File: src/design/mbg_pkg.sv
// Package for the maze backtracker generator.
// Holds the transaction structs, tile kinds, direction codes and defaults.
// No dependencies.
package mbg_pkg;

   localparam int MAX_DIM_DEFAULT     = 64;
   localparam int STACK_DEPTH_DEFAULT = 1024;

   localparam logic [5:0]  GRID_RESET = 6'd31;
   localparam logic [31:0] LFSR_TAPS  = 32'h8020_0003;

   localparam logic [1:0] KIND_BORDER = 2'd0;
   localparam logic [1:0] KIND_WALL   = 2'd1;
   localparam logic [1:0] KIND_WALK   = 2'd2;

   localparam logic [1:0] DIR_UP    = 2'd0;
   localparam logic [1:0] DIR_DOWN  = 2'd1;
   localparam logic [1:0] DIR_LEFT  = 2'd2;
   localparam logic [1:0] DIR_RIGHT = 2'd3;

   localparam logic CMD_GENERATE = 1'b0;
   localparam logic CMD_READ     = 1'b1;

   localparam logic CSR_WIDTH  = 1'b0;
   localparam logic CSR_HEIGHT = 1'b1;

   typedef struct packed {
      logic        command;
      logic [31:0] seed;
      logic [5:0]  tile_x;
      logic [5:0]  tile_y;
   } req_type;

   typedef struct packed {
      logic [1:0] tile_kind;
      logic       generation_done;
      logic       out_of_range;
   } rsp_type;

endpackage

File: src/design/mbg_pick.sv
// Direction picker: reduces the LFSR value modulo the candidate count and
// selects that candidate from the four-bit candidate mask.
// Depends on mbg_pkg.
module mbg_pick (
   input  logic [3:0]  cand_mask,
   input  logic [31:0] lfsr,
   output logic [1:0]  dir
);

   logic [2:0] count;
   logic [9:0] s1;
   logic [8:0] s2;
   logic [4:0] s3;
   logic [2:0] s4;
   logic [1:0] mod3;
   logic [1:0] rank;
   logic [2:0] seen;

   // Powers of four are one modulo three, so digit sums keep the residue.
   always_comb begin
      count = 3'(cand_mask[0]) + 3'(cand_mask[1]) + 3'(cand_mask[2]) + 3'(cand_mask[3]);
      s1 = 10'(lfsr[7:0]) + 10'(lfsr[15:8]) + 10'(lfsr[23:16]) + 10'(lfsr[31:24]);
      s2 = 9'(s1[7:0]) + 9'(s1[9:8]);
      s3 = 5'(s2[3:0]) + 5'(s2[7:4]) + 5'(s2[8]);
      s4 = 3'(s3[1:0]) + 3'(s3[3:2]) + 3'(s3[4]);
      if (s4 >= 3'd6) begin
         mod3 = 2'(s4 - 3'd6);
      end else if (s4 >= 3'd3) begin
         mod3 = 2'(s4 - 3'd3);
      end else begin
         mod3 = s4[1:0];
      end
      case (count)
         3'd2:    rank = {1'b0, lfsr[0]};
         3'd3:    rank = mod3;
         3'd4:    rank = lfsr[1:0];
         default: rank = 2'd0;
      endcase
      dir  = mbg_pkg::DIR_UP;
      seen = 3'd0;
      for (int i = 0; i < 4; i++) begin
         if (cand_mask[i]) begin
            if (seen == {1'b0, rank}) begin
               dir = 2'(i);
            end
            seen = seen + 3'd1;
         end
      end
   end

endmodule

File: config.mk
export PLATFORM = sky130hd
export DESIGN_NAME = mbg_pick
export DESIGN_NICKNAME = d
export VERILOG_FILES = /design/src/design/mbg_pkg.sv /design/src/design/mbg_pick.sv
export SDC_FILE = /design/constraint.sdc
export NUM_CORES = 1
export LEC_CHECK = 0
export ABC_AREA = 1
export BUFFER_PORTS_ARGS = -buffer_cell sky130_fd_sc_hd__buf_2
export CELL_PAD_IN_SITES_DETAIL_PLACEMENT = 2
export CELL_PAD_IN_SITES_GLOBAL_PLACEMENT = 2
export CORE_ASPECT_RATIO = 2
export CORE_MARGIN = 8
export CORE_UTILIZATION = 30
export DETAILED_ROUTE_END_ITERATION = 12
export PLACE_DENSITY = 0.92
export SYNTH_ARGS = -nofsm -noshare
export SYNTH_HDL_FRONTEND = slang
export SYNTH_SLANG_ARGS = --single-unit
export TNS_END_PERCENT = 50
File: constraint.sdc
create_clock -name vclk -period 7.51
set_input_delay 0.3755 -clock vclk [all_inputs]
set_output_delay 0.3755 -clock vclk [all_outputs]
set_load 0.02 [all_outputs]
== Yosys cells after proc, flatten, opt, wreduce, memory -nomap -nowiden ==
Index checks and enable logic that the tools add are counted.

* Input port bits: 36
* Output and inout port bits: 2
* Memories: 0
* Register bits: 0
* Bits in writable memories: 0
* Bits in read-only memories: 0
* Latch bits: 0
* Logic and storage cells: 35

* Multipliers: 0
* Div/mod/pow operators: 0
* Multiplexer cells: 12
* Add/subtract/negate cells: 15
* Order comparisons: 2
* Bitwise gates (word level): 0
* Equality and inequality tests: 6
* Reduce and logical (&&, ||, !) cells: 0
* Shift-type cells: 0

{| class="wikitable"
|+ Operators by type and width
! operator !! number
|-
| $mux 2 || 6
|-
| $add 10x8->10 || 1
|-
| $add 9x8->10 || 1
|-
| $add 8x2->9 || 1
|-
| $add 8x8->9 || 1
|-
| $eq 3x2->1 || 3
|-
| $add 3x1->3 || 2
|-
| $add 3x1->3 const B || 2
|-
| $eq 3x2->1 const B || 2
|-
| $mux 3 || 2
|-
| $pmux 2 s3 || 1
|-
| $add 4x4->5 || 1
|-
| $add 5x1->5 || 1
|-
| $sub 2x2->2 const B || 2
|-
| $add 2x1->3 || 1
|-
| $add 2x2->3 || 1
|-
| $eq 3x3->1 const B || 1
|-
| $ge 3x2->1 const B || 1
|-
| $ge 3x3->1 const B || 1
|-
| $mux 1 || 3
|-
| $add 1x1->2 || 1
|}

== Longest topological paths before layout ==
Gate-level depths: netlist of the first run.

* Depth after elaboration: 19
* Gate-level depth with buffers: 43

== Worst setup path before layout of the first run ==
No wires, ideal clock.

* Path kind: input port to output port
* From: in lfsr[3]
* To: out dir[0]
* Setup slack: 631 ps
* Required time: 7,135 ps
* Arrival: 6,503 ps
* Stages: 37
* Cells stage by stage: inv_1 -> fa_1 -> fa_1 -> inv_1 -> ha_1 -> a21oi_1 -> nor2_1 -> nor2_1 -> nand2_1 -> nand2_1 -> a21oi_1 -> o21ai_0 -> nand2_1 -> ha_1 -> fa_1 -> nand2_1 -> nor2_1 -> nand3_1 -> nor2_1 -> nand2_1 -> nor2_1 -> fa_1 -> fa_1 -> xnor2_1 -> fa_1 -> inv_1 -> fa_1 -> ha_1 -> o21ai_0 -> nand3_1 -> nand3_1 -> nand2_1 -> nand2_1 -> nand2_1 -> nand2_1 -> nand3_1 -> nand2_1

* Word-level cells in the longest chain between the ends: 19
* Elaborated cells between the ends (all ways): 24

{| class="wikitable"
|+ Ends and longest elaborated chain
! what !! line !! source
|-
| start: declaration || mbg_pick.sv:6 || <nowiki>input logic [31:0] lfsr,</nowiki>
|-
| $add 8x8->9 * || mbg_pick.sv:22 || <nowiki>s1 = 10'(lfsr[7:0]) + 10'(lfsr[15:8]) + 10'(lfsr[23:16]) + 10'(lfsr[31:24]);</nowiki>
|-
| $add 9x8->10 * || mbg_pick.sv:22 ||
|-
| $add 10x8->10 * || mbg_pick.sv:22 ||
|-
| $add 8x2->9 * || mbg_pick.sv:23 || <nowiki>s2 = 9'(s1[7:0]) + 9'(s1[9:8]);</nowiki>
|-
| $add 4x4->5 || mbg_pick.sv:24 || <nowiki>s3 = 5'(s2[3:0]) + 5'(s2[7:4]) + 5'(s2[8]);</nowiki>
|-
| $add 5x1->5 * || mbg_pick.sv:24 ||
|-
| $add 2x2->3 || mbg_pick.sv:25 || <nowiki>s4 = 3'(s3[1:0]) + 3'(s3[3:2]) + 3'(s3[4]);</nowiki>
|-
| $add 3x1->3 * || mbg_pick.sv:25 ||
|-
| [3 not listed] || n/a ||
|-
| $pmux 2 s3 * || mbg_pick.sv:33 || <nowiki>case (count)</nowiki>
|-
| $eq 3x2->1 || mbg_pick.sv:43 || <nowiki>if (seen == {1'b0, rank}) begin</nowiki>
|-
| $mux 1 || mbg_pick.sv:43 ||
|-
| $mux 1 || mbg_pick.sv:42 || <nowiki>if (cand_mask[i]) begin</nowiki>
|-
| $mux 2 || mbg_pick.sv:43 ||
|-
| $mux 2 || mbg_pick.sv:42 ||
|-
| $mux 2 || mbg_pick.sv:43 ||
|-
| $mux 2 * || mbg_pick.sv:42 ||
|-
| end: declaration || mbg_pick.sv:7 || <nowiki>output logic [1:0] dir</nowiki>
|}

Mark *: on every way between the ends. The rest lies on a longest branch, timed or not.

== Worst setup path after layout of the first run ==
* From: in lfsr[21]
* To: out dir[1]

* Word-level cells in the longest chain between the ends: 16
* Elaborated cells between the ends (all ways): 20

{| class="wikitable"
|+ Ends and longest elaborated chain
! what !! line !! source
|-
| $add 9x8->10 * || mbg_pick.sv:22 ||
|-
| $add 10x8->10 * || mbg_pick.sv:22 ||
|-
| $add 8x2->9 * || mbg_pick.sv:23 ||
|-
| $add 4x4->5 || mbg_pick.sv:24 ||
|-
| $add 5x1->5 * || mbg_pick.sv:24 ||
|-
| $add 2x2->3 || mbg_pick.sv:25 ||
|-
| $add 3x1->3 * || mbg_pick.sv:25 ||
|-
| $ge 3x2->1 or $sub 2x2->2 (tied branches) || mbg_pick.sv:28, mbg_pick.sv:29 ||
|-
| $mux 2 || mbg_pick.sv:28 || <nowiki>end else if (s4 >= 3'd3) begin</nowiki>
|-
| $mux 2 * || mbg_pick.sv:26 || <nowiki>if (s4 >= 3'd6) begin</nowiki>
|-
| $pmux 2 s3 * || mbg_pick.sv:33 ||
|-
| $eq 3x2->1 || mbg_pick.sv:43 ||
|-
| $mux 2 || mbg_pick.sv:43 ||
|-
| $mux 2 || mbg_pick.sv:42 ||
|-
| $mux 2 || mbg_pick.sv:43 ||
|-
| $mux 2 * || mbg_pick.sv:42 ||
|}

Marked as above.

==> flow_summary.json, run 1 <==
{
  "outcome": "finished, final reports clean",
  "core_region_area_mm2": 0.004865,
  "setup_tns_ns": 0,
  "n_antenna_cell": 0,
  "multi_input_area_mm2": 0.001428,
  "syn-num-nets": 305,
  "fill_cells": 601,
  "start_util_pct": 31.02,
  "antenna_left": 0,
  "final_common_cell": "inv_1",
  "worstPathArrival_ns": 6.95,
  "hpwl_um": 4516,
  "synth_area_leaders": "fa_1 29%, inv_1 17%, ha_1 17%, nand2_1 14%, nand3_1 6.0%",
  "seq_area_um2": 0,
  "yosys.area.top_type_share_pct": 29.19,
  "syn_inst": 227,
  "postSynthAreaPerCell_um2": 6.647,
  "grt_pass1_wl_um": 8273,
  "crit_family": "adder cells",
  "die-area_mm2": 0.007693,
  "drv_cap": 0,
  "layout_common_cells": "60 x inv_1, 42 x nand2_1, 34 x buf_2, 17 x fa_1, 15 x ha_1",
  "finalWirelength_um": 5176,
  "cp-end-kind": "output pin",
  "die_width_um": 66.15,
  "top_layer_used": "met4",
  "slew_headroom_pct": 62.00,
  "critical_path_class": "in -> out",
  "detail_route.vias_per_cell": 4.855,
  "synth_top_area_cell": "fa_1",
  "rows": 36,
  "synth_area_mm2": 0.001509,
  "fmax_mhz": 136.5,
  "rsz0062_at_grt": "yes",
  "drive_gt1_share_pct": 35.16,
  "wl_met2_um": 3353,
  "antenna_found_initial": 0,
  "initialDrtViolationCount": 11,
  "finalSetupViolCount": 0,
  "slew_violations": 0,
  "hold_class": "in -> out",
  "slowest_stage": "fa_1",
  "synthDistinctLibCells": 15,
  "grt_max_degree": 7,
  "avgRoutedWirePerCell_um": 15.68,
  "routabilityCongestion": 0.8220,
  "grt_pass1_vias": 1937,
  "yosys_warnings": 0,
  "hold_viol_final": 0,
  "wl_met1_um": 1581,
  "path_buf_inv": 6,
  "crit_fanout": 5,
  "grt_util_all_layers_pct": 13.15,
  "utilization_pct": 41.72,
  "max_stage_delay_ns": 0.57,
  "clock_buffer_count": 0,
  "port-buffer-count": 38,
  "num-nets-final": 353,
  "die_h_um": 116.3,
  "io_pins": 38,
  "crit_required_ns": 7.13,
  "vias": 1602,
  "overflow": 0,
  "tightest_slew_ns": 0.5659,
  "wl_met3_um": 153,
  "dr.pass1.iters": 3,
  "ys_seq_area_share_pct": 0,
  "startpoint_type": "input pin",
  "crit_top_cell": "nand2_1",
  "drc": 0,
  "syn2layout_area_growth_pct": 34.49,
  "seq_cells": 0,
  "finalWorstPathRequiredPeriod_ns": 7.329,
  "period_share_pct": 97.59
}
## synthesized netlist by cell type
library cell	count
a21oi_1	7
xnor2_1	3
nand3_1	18
nand3b_1	3
nor3_4	1
o21ai_0	6
fa_1	22
nor2_1	12
and2_1	1
nand4_1	3
xor2_1	5
inv_1	68
ha_1	20
o21bai_1	3
nand2_1	55
## stage by stage
step	setup slack, ns	std cells	cell area (um^2)	hold WS (ns)
floorplan	0.6311	227	1509	0.9651
detailed placement	-0.2970	326	1800	1.241
finish	0.1813	330	2029	1.198
global placement	0.007273	326	1800	1.214
global route	-0.2225	330	2029	1.217
CTS	0.03122	326	1822	1.241
## cells by family after synthesis
kind of cell	Yosys count	synth area share, %
adders and majority gates	42	45.77
xor gates and xnor gates	8	4.644
AOI/OAI and AO/OA	16	5.804
buffers and inverters	68	16.92
and+or+nand+nor	93	26.87
## final cells by class
| class | count | area share [%] |
|---|---|---|
| Inverter | 68 | 12.58 |
| Multi-Input combinational cell | 159 | 70.35 |
| Tap cell | 57 | 3.514 |
| Timing Repair Buffer | 46 | 13.56 |
## metal layers
metal  track usage, %  vias up
li1                 -      771
met1            11.58      793
met2            29.49       32
met3           0.7685        6
met4            2.009        0
met5                0        -
## repair_timing
action | in CTS | in global routing
endpoints found under the setup margin | 2 | 2
pin swaps | 1 | 42
resized for setup | 8 | 53
hold buffers | 0 | 0
buffers inserted | 0 | 4
## worst paths after layout
kind	from	endpoint	slack (ns)	cells after the start
setup / recovery	lfsr[21]	dir[1]	0.18	44
hold / removal	cand_mask[2]	dir[1]	1.20	4
Power of run 1 is left out: the tool's default activity adds up to more than one toggle a clock period on the data nets, which glitch-free logic cannot reach.
==> inputs of run 2 (changes only) <==
--- a/config.mk
+++ b/config.mk
@@ -10,7 +10,7 @@
 export CELL_PAD_IN_SITES_DETAIL_PLACEMENT = 2
 export CELL_PAD_IN_SITES_GLOBAL_PLACEMENT = 2
 export CORE_ASPECT_RATIO = 2
-export CORE_MARGIN = 8
+export CORE_MARGIN = 2
 export CORE_UTILIZATION = 30
 export DETAILED_ROUTE_END_ITERATION = 12
 export PLACE_DENSITY = 0.92
==> flow_summary.json, run 2 (synthesis gave the netlist of run 1 again) <==
{
  "n_antenna_cell": 0,
  "grt_util_all_layers_pct": 17.38,
  "rows": 36,
  "start_util_pct": 31.02,
  "slowest_stage": "fa_1",
  "fin_area_mm2": 0.002086,
  "fill_cells": 585,
  "die_h_um": 104.3,
  "grt_pass1_vias": 1891,
  "routabilityCongestion": 0.7083,
  "finalWorstPathRequiredPeriod_ns": 7.466,
  "hold_class": "in -> out",
  "die_width_um": 54.15,
  "clock_buffer_count": 0,
  "drv_cap": 0,
  "worstPathArrival_ns": 7.09,
  "finalSetupViolCount": 0,
  "vias": 1613,
  "critical_path_class": "in -> out",
  "crit_fanout": 5,
  "multi_input_area_mm2": 0.001474,
  "holdPathStages": 4,
  "startpoint_type": "input pin",
  "tightest_slew_ns": 0.6425,
  "antenna_left": 0,
  "num-nets-final": 353,
  "core_region_area_mm2": 0.004865,
  "avgRoutedWirePerCell_um": 16.59,
  "hpwl_um": 4077,
  "min_to": "dir[1]",
  "dr.pass1.iters": 3,
  "crit_top_cell": "nand2_2",
  "io_pins": 38,
  "antenna_found_initial": 0,
  "drive_gt1_share_pct": 37.73,
  "port-buffer-count": 38,
  "dpl_cell_area_mm2": 0.001785,
  "crit_required_ns": 7.13,
  "finalWirelength_um": 5476,
  "max_stage_delay_ns": 0.57,
  "slew_headroom_pct": 56.86,
  "seq_cells": 0,
  "overflow": 0,
  "final_common_cell": "inv_1",
  "fmax_mhz": 133.9,
  "grt_pass1_wl_um": 7693,
  "grt_max_degree": 7,
  "initialDrtViolationCount": 11,
  "slew_violations": 0,
  "seq_area_um2": 0,
  "rsz0062_at_grt": "yes",
  "period_share_pct": 99.42,
  "cp-end-kind": "output pin",
  "syn2layout_area_growth_pct": 38.23,
  "layout_common_cells": "57 x inv_1, 41 x nand2_1, 34 x buf_2, 16 x fa_1, 14 x nand2_2",
  "die-area_mm2": 0.005648,
  "hold_buffers": 0,
  "outcome": "finished, final reports clean",
  "detail_route.vias_per_cell": 4.888,
  "hold_viol_final": 0,
  "drc": 0,
  "min_from": "cand_mask[2]"
}
## run 2: how the worst max path moves through the flow
stage	slack, ns	depth (start not counted)	endpoint	start
floorplan	0.63	37	dir[0]	lfsr[3]
global placement	0.12	41	dir[0]	lfsr[3]
detailed placement	-0.24	41	dir[1]	lfsr[3]
CTS	0.02	42	dir[1]	lfsr[5]
global route	-0.29	42	dir[0]	lfsr[18]
finish	0.04	42	dir[0]	lfsr[19]
## run 2: timing repair
action / in CTS / in global routing
pin swaps: 0 / 44
endpoints found under the hold margin: 0 / 0
buffers inserted: 0 / 6
endpoints found under the setup margin: 2 / 2
resized for setup: 8 / 65
## run 2: worst max-delay path, delay by kind of cell
family / cells / cell delay, ns
buf+inv: 5 / 0.33
compound gates: 4 / 0.57
fa+ha+maj: 10 / 3.75
simple gates: 23 / 2.06
## run 2: through the flow
step           utilization, %  cells  hold WS [ns]  setup WS (ns)  TNS [ns]
3_5_place_dp            36.70    324         1.222        -0.2443   -0.4860
5_1_grt                 42.88    330         1.219        -0.2925   -0.5669
4_1_cts                 37.11    324         1.222        0.01600         0
3_3_place_gp            36.70    324         1.199         0.1164         0
2_1_floorplan               -    227        0.9651         0.6311         0
6_report                42.88    330         1.199        0.04383         0
## run 2: layer usage
metal	share of wire, %	GRT usage, %
met1	31	14.39
met5	0	0
met3	1.6	0
met4	2.5	0.7143
met2	65	40.02
## run 2: area by class of cell
cell class	count	share of cell area [%]
Multi-Input combinational cell	159	70.67
Tap cell	57	3.419
Inverter	68	12.36
Timing Repair Buffer	46	13.56
Power of run 2 is left out for the same reason.
